$ cat src/sv/snt_ram.sv
// ----------------------------------------------------------------------------
// snt_ram
// generic simple dual port ram, one write port, one registered read port
// ----------------------------------------------------------------------------
module snt_ram #(
  parameter int WIDTH = 8,
  parameter int DEPTH = 16
) (
  input  logic                     clk,
  input  logic                     we,
  input  logic [$clog2(DEPTH)-1:0] waddr,
  input  logic [WIDTH-1:0]         wdata,
  input  logic [$clog2(DEPTH)-1:0] raddr,
  output logic [WIDTH-1:0]         rdata
);

  logic [WIDTH-1:0] mem [DEPTH];

  always_ff @(posedge clk) begin
    if (we) begin
      mem[waddr] <= wdata;
    end
    rdata <= mem[raddr];
  end

endmodule

$ cat config.mk
export PLATFORM = sky130hd
export DESIGN_NAME = snt_ram
export DESIGN_NICKNAME = d
export VERILOG_FILES = /design/src/sv/snt_ram.sv
export SDC_FILE = /design/constraint.sdc
export NUM_CORES = 1
export LEC_CHECK = 0
export BUFFER_PORTS_ARGS = -buffer_cell sky130_fd_sc_hd__buf_2
export CAP_MARGIN = 10
export CORE_MARGIN = 10
export CORE_UTILIZATION = 50
export DETAILED_ROUTE_END_ITERATION = 10
export PLACE_DENSITY = 0.67
export SLEW_MARGIN = 20
export SYNTH_ARGS = -nofsm -noshare
export SYNTH_HDL_FRONTEND = slang
export SYNTH_SLANG_ARGS = --single-unit
$ cat constraint.sdc
create_clock -name clk -period 2.3 [get_ports clk]
set_clock_uncertainty 0.15 [all_clocks]
set_input_delay 0.23 -clock clk [delete_from_list [all_inputs] [get_ports clk]]
set_output_delay 0.23 -clock clk [all_outputs]
set_load 0.1 [all_outputs]
==> results.md, run 1 <==
- The flow ran to the end, and the final reports show no timing, DRC or antenna violations.
- During placement, the flow inserted port buffers numbering 25.
- Data on the critical path is required at its endpoint by 1920 ps.
- The first-pass GRT wire length is 15.5 mm.
- For this run, the register share of the synthesized area comes to 0.778.
- The number of setup buffers added after CTS is 0.
- The sum of negative setup slack is 0 ps.
- Of the post-synthesis cell area, the dominant cell type holds 0.747.
- The kind of end point of the critical path is a primary output.
- The measured slew at the worst slew-check pin is 735 ps.
- The DRC violation total after the first TritonRoute iteration is 252.
- The cell area after synthesis is 5150 sq um.
- The horizontal die dimension is 121 microns.
- TritonCTS built the clock tree.
- The later pin in the worst-skew pair is clocked with a latency of 510 ps.
- In this run the worst hold path is classified as primary input to flip-flop.
- Data arrives at the worst endpoint at 1340 ps.
- The starting density of the core is 0.519.
- In the post-synthesis netlist, the biggest area contributors are sky130_fd_sc_hd__edfxtp_1 (75%), sky130_fd_sc_hd__mux4_2 (7.9%), sky130_fd_sc_hd__mux4_1 (7.1%), sky130_fd_sc_hd__dfxtp_1 (3.1%), sky130_fd_sc_hd__a22oi_1 (2.3%).
- The core footprint is 9910 sq um.
- The slowest stage of the critical path belongs to the cell sky130_fd_sc_hd__buf_2.
- The detailed-placement wirelength estimate is 6.31 mm.
- The share of cells above drive strength 1 is 0.315.
- On the critical path the largest part of the delay comes from buffers and inverters.
- The cell chosen for the clock root is sky130_fd_sc_hd__clkbuf_8.
- In this run, synthesis produced a sequential element count of 136.
- STA classifies the critical path startpoint as a flip-flop.
- During synthesis, Yosys emitted a total of 0 warnings.
- The via count of the first global-routing pass came to 2604.
- The number of different library cells used by synthesis comes to 19.
- The final number of setup-violating endpoints is 0.
- The die covers roughly 15000 sq um.
- Dividing the detail-routed via count by the number of cells gives 5.61.
- The biggest area contributor in the post-synthesis netlist is sky130_fd_sc_hd__edfxtp_1.
- 26 I/O pins were placed.
- Headroom to the max-slew limit came out at 0.508.
- Of the total power, the share spent switching nets is 0.212.
- In the synthesized netlist, the cells that appear most often are sky130_fd_sc_hd__edfxtp_1 (128), sky130_fd_sc_hd__mux4_2 (18), sky130_fd_sc_hd__a22oi_1 (16).
- The number of gates on the worst path with buffers counted is 1.
- The final net count is 310.
- In the post-synthesis netlist, the cell with the most instances is sky130_fd_sc_hd__edfxtp_1.
- The static leakage is 2.15 nW.
- The final count of pins violating max slew was 0.
- The antenna diode count is 0.
- IR analysis of the VDD net gives a maximum drop of approximately 0.64 mV.
- The count of clock tree sinks is 136.
- The final design utilization is 0.630.
- The routed length per placed instance is 22.5 microns.
- Across all layers, the routed design uses 2457 vias.
- The analysis attributes to net switching a power of 1.28 mW.
- Of the total power, combinational logic draws 0.063.
- The total nets after synthesis is about 250.
- After detailed routing, the number of remaining DRC violations is 0.
- The largest fanout on the critical path is 1.
- Of the total power, the clock network draws 0.476.
- The clock transition at the registers of the reported paths is 60 ps.
- In the synthesized netlist, the number of instances is 229.
- The critical path goes through buf_2.
- The share of total power dissipated in sequential elements is 0.461.
- The critical path is of the flip-flop to primary output type.
- The growth of design area from synthesis to finish is 21.3%.
- The synthesized design contains 128 enable-type register cells.
- In this run the deepest clock path goes through 2 buffers.
- The H-tree was split into 4 levels.
- The number of buffers and inverters on the critical path is 1.
- The row count is 36.
- The largest net degree at the start of global routing is 33.
- Setup repair after global routing left no endpoint under its margin.
- For the finished layout, the period the worst path requires is 1720 ps.
- The hold violation total from the final report is 0.
- Power spread over the standard cell area amounts to 970 nW/um^2.
- For this run, the slowest stage of the critical path takes around 450 ps.
- The number of cells on the worst reg-to-reg path is 3.
- The tool flagged a number of max-cap violations equal to 0.
- The die height is about 120 microns.
- The global-route usage over all layers is 0.145.
- The top flip-flop cell by instance count after synthesis is sky130_fd_sc_hd__edfxtp_1.
- Once detail routing completed, the nets flagged for antenna violations numbered 0.
- The initial antenna violation count is 0.
- The TritonCTS buffer count is 17.
- The total routed wirelength is between 9 and 10 mm.
- The internal portion of the total power is 4.77 mW.
- The worst hold path was traced through 3 stages.
- Global routing finished with a remaining overflow of 0.
- After synthesis, the share of flip-flops with an asynchronous set or reset is 0.
- The first detailed-routing pass took 4 iterations.
- The share of the cycle needed by the critical path after routing is 0.748.
- The maximum frequency from static timing analysis is 581 MHz.
- The average instance in the mapped netlist occupies 22.5 sq um.
- The routability-driven placement congestion ratio is 0.727.
## state kept, by name, summed over array words and instances, names as in the netlist
register	cells
rdata	8
mem	128
## stage by stage
step           total power, mW  instances  area (sq um)  worst slack (ps)  hold slack, ps
3_3_place_gp              3.21        398          5520               439             468
4_1_cts                   6.11        438          6240               539             104
5_1_grt                   6.25        438          6240               524             117
3_5_place_dp              3.22        398          5520               452             476
6_report                  6.05        438          6240               580             134
2_1_floorplan             3.10        229          5150               427             179
## path summary, 6_finish.rpt
path / from / end / slack (ps)
max: rdata[7]$_DFF_P_ / rdata[7] / 580
min: waddr[0] / mem[0][5]$_DFFE_PP_ / 130
max reg2reg: mem[5][0]$_DFFE_PP_ / rdata[0]$_DFF_P_ / 770
min reg2reg: mem[14][5]$_DFFE_PP_ / rdata[5]$_DFF_P_ / 510
## placed cells by master (no fill, tap or decap)
cell type	instances
sky130_fd_sc_hd__nand3_1	1
sky130_fd_sc_hd__and2b_1	1
sky130_fd_sc_hd__mux4_1	14
sky130_fd_sc_hd__nand2b_1	2
sky130_fd_sc_hd__bufinv_16	5
sky130_fd_sc_hd__and2_1	1
sky130_fd_sc_hd__nand3b_1	2
sky130_fd_sc_hd__dlygate4sd3_1	8
sky130_fd_sc_hd__clkbuf_16	16
sky130_fd_sc_hd__or3b_2	1
sky130_fd_sc_hd__nor2_1	13
sky130_fd_sc_hd__buf_2	25
sky130_fd_sc_hd__mux4_2	18
sky130_fd_sc_hd__clkinvlp_4	2
sky130_fd_sc_hd__clkbuf_1	1
sky130_fd_sc_hd__buf_12	1
sky130_fd_sc_hd__a22oi_1	16
sky130_fd_sc_hd__buf_4	20
sky130_fd_sc_hd__clkinv_4	3
sky130_fd_sc_hd__nor2b_1	1
sky130_fd_sc_hd__inv_6	3
sky130_fd_sc_hd__edfxtp_1	128
sky130_fd_sc_hd__clkbuf_8	1
sky130_fd_sc_hd__clkinv_2	1
sky130_fd_sc_hd__nand2_1	9
sky130_fd_sc_hd__nor3_1	4
sky130_fd_sc_hd__dfxtp_1	8
## kinds of logic (layout without fill, tap and decap cells)
kind of cell | after synthesis | after routing | share of synthesized area
DFF | 136 | 136 | 0.778
and+or+nand+nor | 35 | 35 | 0.0318
muxes | 32 | 32 | 0.150
AOI/OAI and AO/OA | 16 | 16 | 0.0233
buffers and inverters | 10 | 86 | 0.0168
## power by group through the flow
stage	combinational (mW)	sequential [mW]	clock, mW
after floorplan	0.141	2.95	0
after global placement	0.371	2.84	0
after detailed placement	0.376	2.84	0
after CTS	0.387	2.79	2.94
after global routing	0.408	2.79	3.05
final	0.382	2.79	2.88
## area by class of cell
class                           instances  area [sq um]
Clock inverter                         14           223
Clock buffer                           18           418
Multi-Input combinational cell         83          1060
Tap cell                              133           166
Fill cell                             701          3670
Timing Repair Buffer                   54           375
Sequential cell                       136          4000
## repair_timing
item,4_1_cts,5_1_grt
resized for setup,0,0
hold endpoints to repair,128,0
hold buffers,8,0
## routing by layer
| metal | track usage | wire length (microns) |
|---|---|---|
| met5 | 0 | 0 |
| met3 | 0.0391 | 653 |
| met4 | 0.0559 | 76 |
| met1 | 0.198 | 4330 |
| met2 | 0.216 | 4810 |
Power figures use the tool's default switching activity.
==> run 2, diff against run 1 <==
--- a/config.mk
+++ b/config.mk
@@ -5,6 +5,7 @@
 export SDC_FILE = /design/constraint.sdc
 export NUM_CORES = 1
 export LEC_CHECK = 0
+export ABC_AREA = 1
 export BUFFER_PORTS_ARGS = -buffer_cell sky130_fd_sc_hd__buf_2
 export CAP_MARGIN = 10
 export CORE_MARGIN = 10
==> constraint.sdc (replaced) <==
create_clock -name clk -period 1.6 [get_ports clk]
set_clock_uncertainty 0.15 [all_clocks]
set_input_delay 0.16 -clock clk [delete_from_list [all_inputs] [get_ports clk]]
set_output_delay 0.16 -clock clk [all_outputs]
set_load 0.1 [all_outputs]
==> results.md, run 2 <==
- The first-pass GRT wire length is 20.7 mm (+34%).
- The final worst hold slack is 13.9 ps (-120 ps).
- The critical register-to-register path startpoint is mem[1][7]$_DFFE_PP_.
- The fraction of power consumed by the clock network was 0.461 (-0.015).
- The number of gates on the worst path with buffers counted is 1 (unchanged).
- TritonCTS built the clock tree.
- The post-CTS resize count is 0 (unchanged).
- The via total after detailed routing is 3906 (+59%).
- The switching power as a share of total power is 0.226 (+0.0149).
- The routed length per placed instance was 17.5 microns (-22%).
- The number of top-level pins is 26 (unchanged).
- The starting density of the core came to 0.507 (-0.0122).
- The die height came to 127 microns (+4.9%).
- The top cell type's share of synthesized area is 0.667 (-0.0802).
- The combined buffer and inverter count along the critical path was 1 (unchanged).
- The slack of the worst reg-to-reg path is 430 ps (-340 ps).
- The number of synthesized flops with an enable pin is 128 (unchanged).
- The detailed-route DRC error count is 0 (unchanged).
- The TritonCTS buffer count is 17 (unchanged).
- The number of flip-flops and latches in the synthesized netlist was 136 (unchanged).
- The hold violation total from the final report came to 0 (unchanged).
- The per-cell via count in the routed design was 5.17 (-7.8%).
- The endpoint identified for the worst register-to-register timing path is rdata[7]$_DFF_P_.
- The via count of the first global-routing pass came to 3845 (+48%).
- The count of clock tree sinks came to 136 (unchanged).
- The final count of pins violating max slew is 0 (unchanged).
- The end point of the critical path is rdata[0].
- The die outline area was 16200 sq um (+10%).
- After synthesis, the cell types taking the most area are sky130_fd_sc_hd__edfxtp_1 (67%), sky130_fd_sc_hd__nand2_1 (11%), sky130_fd_sc_hd__nand3_1 (8.4%), sky130_fd_sc_hd__inv_1 (6.5%), sky130_fd_sc_hd__dfxtp_1 (2.8%).
- The detailed-placement wirelength estimate came to 8.31 mm (+32%).
- The signal on the critical path passes through buf_2.
- The horizontal die dimension is 127 microns (+4.9%).
- The count of different cell masters after synthesis is 12 (-7).
- The power per cell area was 1280 nW/um^2 (+32%).
- The sum of negative setup slack is 0 ps (unchanged).
- The final number of setup-violating endpoints was 0 (unchanged).
- The top flip-flop cell by instance count after synthesis is sky130_fd_sc_hd__edfxtp_1.
- The worst setup path is captured at a primary output.
- The clock transition at the registers of the reported paths is 60 ps (about the same).
- The delay of the slowest cell on the worst path is 450 ps (about the same).
- Setup repair after global routing left no endpoint under its margin.
- The top cell types in the final layout, fill and taps aside, are sky130_fd_sc_hd__nand2_1 (173), sky130_fd_sc_hd__edfxtp_1 (128), sky130_fd_sc_hd__inv_1 (100).
- The flow ran to the end, and the final reports show no timing, DRC or antenna violations.
- The async set or reset register ratio after synthesis is 0 (unchanged).
- The switching component of the power came to 1.96 mW (+53%).
- The worst reg-to-reg path cell count is 6 (+3).
- The core footprint was 11400 sq um (+15%).
- The most used standard cell by instance count after synthesis is sky130_fd_sc_hd__nand2_1.
- The critical-path cell with the highest stage delay is sky130_fd_sc_hd__buf_2.
- The flip-flop count of the largest register after layout is 128 (unchanged).
- Tracing the worst setup path back leads to its startpoint at rdata[0]$_DFF_P_.
- Subtracting the final worst setup slack from the clock period gives 1550 ps.
- The final net count was 617 (+99%).
- The final design utilization is 0.595 (-0.0354).
- The leftover overflow at the end of global routing was 0 (unchanged).
- The share of total power in combinational logic is 0.077 (+0.014).
- The initial antenna violation count is 0 (unchanged).
- The register bank with the most flops is mem.
- The number of maximum-capacitance constraint violations was 0 (unchanged).
- The total nets after synthesis is 569 (+130%).
- The synthesized area per cell is 10.5 sq um (-53%).
- The global-route usage over all layers is 0.167 (+0.0226).
- The worst setup path is launched from a flip-flop.
- The sequential area share after synthesis came to 0.694 (-0.0835).
- Leaving out fill and tap cells, the most frequent cell in the layout is sky130_fd_sc_hd__nand2_1.
- The number of stages on the worst hold path came to 1 (-2).
- The largest net degree at the start of global routing is 43 (+30%).
- The cell chosen for the clock root is sky130_fd_sc_hd__clkbuf_16.
- The cell area after synthesis is 5770 sq um (+12%).
- The DRC violation total after the first TritonRoute iteration is 453 (+80%).
- The H-tree depth is 4 (unchanged).
- The gate count after technology mapping is 551 (+140%).
- The residual antenna-violating net count after detailed routing is 0 (unchanged).
- The total of buffers placed on input and output ports was 25 (unchanged).
- The clock insertion delay at the later pin of the skew report is 410 ps (-100 ps).
- The total routed wirelength is 13.2 mm (+34%).
- Based on the critical path, the design can be clocked at up to between 600 and 700 MHz.
- The measured slew at the worst slew-check pin was 503 ps (-233 ps).
- The routability-driven placement congestion ratio is 0.813 (+12%).
- The largest fanout on the critical path was 1 (unchanged).
- In the synthesized netlist, the cells that appear most often are sky130_fd_sc_hd__nand2_1 (173), sky130_fd_sc_hd__edfxtp_1 (128), sky130_fd_sc_hd__inv_1 (100).
- The yosys synthesis warning count came to 0 (unchanged).
- The antenna diode count was 0 (unchanged).
- The detailed-routing iteration count for the pre-antenna-repair pass came to 5 (+1).
- The worst relative slew slack is 0.667 (+0.159).
- Dividing the final minimum period by the clock period gives 0.967.
- The static leakage is 2.95 nW (+37%).
- The internal cell power is 6.71 mW (+41%).
- The row count came to 39 (+8.3%).
- The largest registers in the layout are mem (128), rdata (8).
- The critical path data arrival time came to 1240 ps (-100 ps).
- The share of cells above drive strength 1 is 0.137 (-0.177).
- The data required time at the worst endpoint came to 1290 ps (-630 ps).
- The part of the total power dissipated in sequential elements came to 0.462 (about the same).
- The critical path's top delay family is buffers and inverters.
- The biggest area contributor in the post-synthesis netlist is sky130_fd_sc_hd__edfxtp_1.
- The growth of design area from synthesis to finish is 17.2%.
- The maximum buffer depth of the clock tree is 2 (unchanged).
- The category of the most critical setup path is flip-flop to primary output.
- The maximum resistive drop on vdd is 0.732 mV (+15%).
- The worst hold-check path type is primary input to flip-flop.
run 2: cell types whose count changed in the layout (fill, tap and decap cells not counted), moves of 3 or more:
cell / previous run / this run
sky130_fd_sc_hd__nand2_1: 9 / 173
sky130_fd_sc_hd__nand3_1: 1 / 97
sky130_fd_sc_hd__mux4_2: 18 / 0
sky130_fd_sc_hd__inv_6: 3 / 0
sky130_fd_sc_hd__nor2_1: 13 / 17
sky130_fd_sc_hd__nor3_1: 4 / 0
sky130_fd_sc_hd__buf_4: 20 / 24
sky130_fd_sc_hd__clkinvlp_4: 2 / 5
sky130_fd_sc_hd__dlygate4sd3_1: 8 / 2
sky130_fd_sc_hd__mux4_1: 14 / 0
sky130_fd_sc_hd__a22oi_1: 16 / 0
sky130_fd_sc_hd__inv_1: 0 / 100
run 2: worst min path at each step:
stage	startpoint	end	slack [ps]
floorplan	wdata[0]	mem[0][0]$_DFFE_PP_	110
global placement	raddr[3]	rdata[2]$_DFF_P_	380
detailed placement	raddr[3]	rdata[2]$_DFF_P_	380
CTS	wdata[1]	mem[0][1]$_DFFE_PP_	10
global route	wdata[1]	mem[1][1]$_DFFE_PP_	20
finish	wdata[1]	mem[3][1]$_DFFE_PP_	10
run 2: per-stage QoR:
step	instance area [sq um]	power (mW)	cells	worst slack, ps
final	6760	8.67	755	52.3
after global routing	6760	8.91	755	19.7
after CTS	6760	8.71	755	25.1
after detailed placement	6120	4.75	721	207
after global placement	6120	4.74	721	218
after floorplan	5770	4.53	551	339
run 2: logic make-up (layout without fill, tap and decap cells):
family                 count (synthesis)  after routing  share of synthesized area
AND/OR/NAND/NOR                      289            289                      0.210
flip-flops                           136            136                      0.694
buffers and inverters                126            187                     0.0952
run 2: cell type report:
| class | instances | area, sq um |
|---|---|---|
| clock inverter | 11 | 146 |
| clock buffer | 21 | 470 |
| sequential | 136 | 4000 |
| fill | 964 | 4610 |
| multi-input combinational | 289 | 1210 |
| tap | 143 | 179 |
| timing repair buffer | 53 | 365 |
| inverter | 102 | 383 |
run 2: routing by layer:
| layer | track usage | up-vias | part of all wire |
|---|---|---|---|
| met4 | 0.0670 | 0 | 0.017 |
| li1 | - | 1873 | - |
| met3 | 0.0360 | 19 | 0.061 |
| met1 | 0.219 | 1877 | 0.43 |
| met5 | 0 | - | 0 |
| met2 | 0.265 | 137 | 0.49 |
run 2: what timing repair did:
item | 4_1_cts | 5_1_grt
setup buffers | 0 | 0
hold buffers | 2 | 0
endpoints found under the setup margin | 0 | 0
endpoints found under the hold margin | 7 | 0
run 2: power groups by stage:
stage,sequential (mW),combinational (mW),clock [mW]
floorplan,4.25,0.281,0
global placement,4.08,0.654,0
detailed placement,4.09,0.663,0
CTS,4.01,0.673,4.03
global route,4.02,0.723,4.17
finish,4.01,0.667,4.00
==> run 3, diff against run 2 <==
--- a/config.mk
+++ b/config.mk
@@ -8,10 +8,12 @@
 export ABC_AREA = 1
 export BUFFER_PORTS_ARGS = -buffer_cell sky130_fd_sc_hd__buf_2
 export CAP_MARGIN = 10
+export CELL_PAD_IN_SITES_DETAIL_PLACEMENT = 1
+export CELL_PAD_IN_SITES_GLOBAL_PLACEMENT = 1
 export CORE_MARGIN = 10
-export CORE_UTILIZATION = 50
+export CORE_UTILIZATION = 49
 export DETAILED_ROUTE_END_ITERATION = 10
-export PLACE_DENSITY = 0.67
+export PLACE_DENSITY_LB_ADDON = 0.1
 export SLEW_MARGIN = 20
 export SYNTH_ARGS = -nofsm -noshare
 export SYNTH_HDL_FRONTEND = slang
==> constraint.sdc (replaced) <==
create_clock -name clk -period 1.53 [get_ports clk]
set_clock_uncertainty 0.15 [all_clocks]
set_input_delay 0.153 -clock clk [delete_from_list [all_inputs] [get_ports clk]]
set_output_delay 0.153 -clock clk [all_outputs]
set_load 0.1 [all_outputs]
==> results.md, run 3 (synthesized netlist as in run 2, its figures left out) <==
- The flow ran to the end, and the final reports show no timing, DRC or antenna violations.
- The via total after detailed routing is 3939 (+0.84%).
- The clock insertion delay at the later pin of the skew report is 410 ps (about the same).
- The DRC violation total after the first TritonRoute iteration came to 417 (-7.9%).
- The die height is 128 microns (+0.86%).
- The power per cell area is 1370 nW/um^2 (+6.4%).
- The startpoint kind of the worst setup timing path is a flip-flop.
- Broken down by cell family, the worst path's largest delay share belongs to buffers and inverters.
- The total power consumption of the routed design is 9.33 mW (+7.5%).
- The core footprint is 11500 sq um (+0.86%).
- The tightest min-delay check is of the primary input to flip-flop type.
- The detailed-routing iteration count for the pre-antenna-repair pass is 8 (+3).
- The measured slew at the worst slew-check pin is 499 ps (-3.29 ps).
- The setup slack of the critical path after layout is 43.1 ps (-9.26 ps).
- The pre-CTS setup slack came to 71.1 ps (-136 ps).
- The endpoint identified for the worst register-to-register timing path is rdata[7]$_DFF_P_.
- The total routed wirelength is 15.1 mm (+14%).
- The top cell types in the final layout, fill and taps aside, are sky130_fd_sc_hd__nand2_1 (173), sky130_fd_sc_hd__edfxtp_1 (128), sky130_fd_sc_hd__inv_1 (100).
- The via count of the first global-routing pass came to 4310 (+12%).
- The sum of negative setup slack is 0 ps (unchanged).
- The share of cells above drive strength 1 came to 0.138 (+0.000732).
- The routed length per placed instance was 19.9 microns (+14%).
- The slack of the worst reg-to-reg path was 330 ps (-100 ps).
- The detailed-placement wirelength estimate is 9.59 mm (+15%).
- The data required time at the worst endpoint is 1230 ps (-60 ps).
- The routability-driven placement congestion ratio is 0.809 (-0.53%).
- The critical register-to-register path startpoint is mem[1][7]$_DFFE_PP_.
- The flip-flop count of the largest register after layout is 128 (unchanged).
- The worst setup path startpoint is rdata[1]$_DFF_P_.
- The maximum buffer depth of the clock tree is 2 (unchanged).
- Traced cell by cell, the critical path runs through buf_2.
- The worst relative slew slack is 0.669 (+0.00218).
- The starting density of the core is 0.503 (-0.00432).
- The clock transition at the registers of the reported paths came to 60 ps (about the same).
- The horizontal die dimension is 128 microns (+0.86%).
- The number of instances in the placed design came to 725 (+0.55%).
- The number of gates on the worst path with buffers counted is 1 (unchanged).
- The critical path data arrival time is 1180 ps (-60 ps).
- The critical path in this run is classified as flip-flop to primary output.
- The share of the cycle needed by the critical path after routing is 0.972.
- The largest fanout on the critical path is 1 (unchanged).
- The static leakage is 3.01 nW (+1.9%).
- Setup repair after global routing left no endpoint under its margin.
- The sequential cell area is 4000 sq um (unchanged).
- The largest net degree at the start of global routing was 65 (+51%).
- The largest registers in the layout are mem (128), rdata (8).
- The residual antenna-violating net count after detailed routing is 0 (unchanged).
- The row count is 39 (unchanged).
- The final net count came to 621 (+0.65%).
- The final number of setup-violating endpoints is 0 (unchanged).
- TritonCTS built the clock tree.
- The routed design could run at a clock period as short as 1490 ps.
- The first-pass GRT wire length came to 23.8 mm (+15%).
- The global-route usage over all layers is 0.192 (+0.0245).
- Derived from the worst setup path, the maximum achievable clock frequency is 673 MHz.
- The final count of pins violating max slew is 0 (unchanged).
- The maximum resistive drop on vdd is 0.806 mV (+10%).
- The growth of design area from synthesis to finish is 18.5%.
- The final design utilization is 0.596 (+0.00116).
- The number of standard cells in the final layout excluding fillers came to 759 (+0.53%).
- The detailed-route DRC error count is 0 (unchanged).
- The worst reg-to-reg path cell count is 6 (unchanged).
- The H-tree depth is 4 (unchanged).
- The number of maximum-capacitance constraint violations is 0 (unchanged).
- The leftover overflow at the end of global routing came to 0 (unchanged).
- The die outline area is 16500 sq um (+1.7%).
- The initial antenna violation count is 0 (unchanged).
- The combined buffer and inverter count along the critical path came to 1 (unchanged).
- The largest individual stage delay along the critical path comes from the cell sky130_fd_sc_hd__buf_2.
- The critical path ends at rdata[1].
- The fill cell instance count of the final layout was 1210 (+26%).
- The per-cell via count in the routed design came to 5.19 (+0.31%).
- The count of clock tree sinks was 136 (unchanged).
- The number of top-level pins came to 26 (unchanged).
- The total of buffers placed on input and output ports was 25 (unchanged).
- The register bank with the most flops is mem.
- The cell chosen for the clock root is sky130_fd_sc_hd__clkbuf_16.
- The hold violation total from the final report is 0 (unchanged).
- Leaving out fill and tap cells, the most frequent cell in the layout is sky130_fd_sc_hd__nand2_1.
- The delay of the slowest cell on the worst path is 430 ps (-20 ps).
- The kind of end point of the critical path is a primary output.
- The multi-input combinational cell area is 1210 sq um (unchanged).
- The TritonCTS buffer count is 17 (unchanged).
- The number of buffers inserted by post-CTS setup repair is 0 (unchanged).
- The antenna diode count was 0 (unchanged).
[run 3: area by class of cell]
class	count	share of cell area
clock buffers	23	0.0685
clock inverters	9	0.0249
inverters	102	0.0560
multi-input cells	289	0.178
flip-flops and latches	136	0.586
well taps	143	0.0262
repair buffers	57	0.0608
[run 3: through the flow]
stage	instance area, sq um	hold WS (ps)
CTS	6830	6.08
detailed placement	6170	432
finish	6830	16.4
floorplan	5770	102
global placement	6170	421
global route	6830	17.6
[run 3: per-layer routing]
layer	part of all wire	GRT usage	wire length (microns)
met1	0.42	0.235	6290
met2	0.50	0.321	7610
met3	0.058	0.0366	870
met4	0.022	0.0868	325
met5	0	0	0
[run 3: timing repair]
| item | CTS | global route |
|---|---|---|
| gates resized for setup | 2 | 1 |
| hold buffers | 2 | 0 |
| endpoints found under the setup margin | 2 | 1 |
| endpoints found under the hold margin | 19 | 0 |
[run 3: how the worst min path moves through the flow]
stage	from	end	slack, ps	cells past startpoint
2_1_floorplan	wdata[0]	mem[0][0]$_DFFE_PP_	100	0
3_3_place_gp	wdata[3]	mem[2][3]$_DFFE_PP_	420	1
3_5_place_dp	wdata[3]	mem[3][3]$_DFFE_PP_	430	1
4_1_cts	wdata[4]	mem[0][4]$_DFFE_PP_	6	1
5_1_grt	wdata[1]	mem[1][1]$_DFFE_PP_	20	1
6_report	wdata[1]	mem[1][1]$_DFFE_PP_	20	1
[run 3: power breakdown]
| part | switching (mW) | internal (mW) |
|---|---|---|
| logic | 0.552 | 0.175 |
| clock network | 1.43 | 2.97 |
| registers | 0.0312 | 4.17 |
| total | 2.02 | 7.31 |
[run 3: worst register-to-register path: cells and delay by family, from the launching register on]
family        cells  cell delay [ps]
buf+inv           1               60
simple gates      5              530
flops             1              360
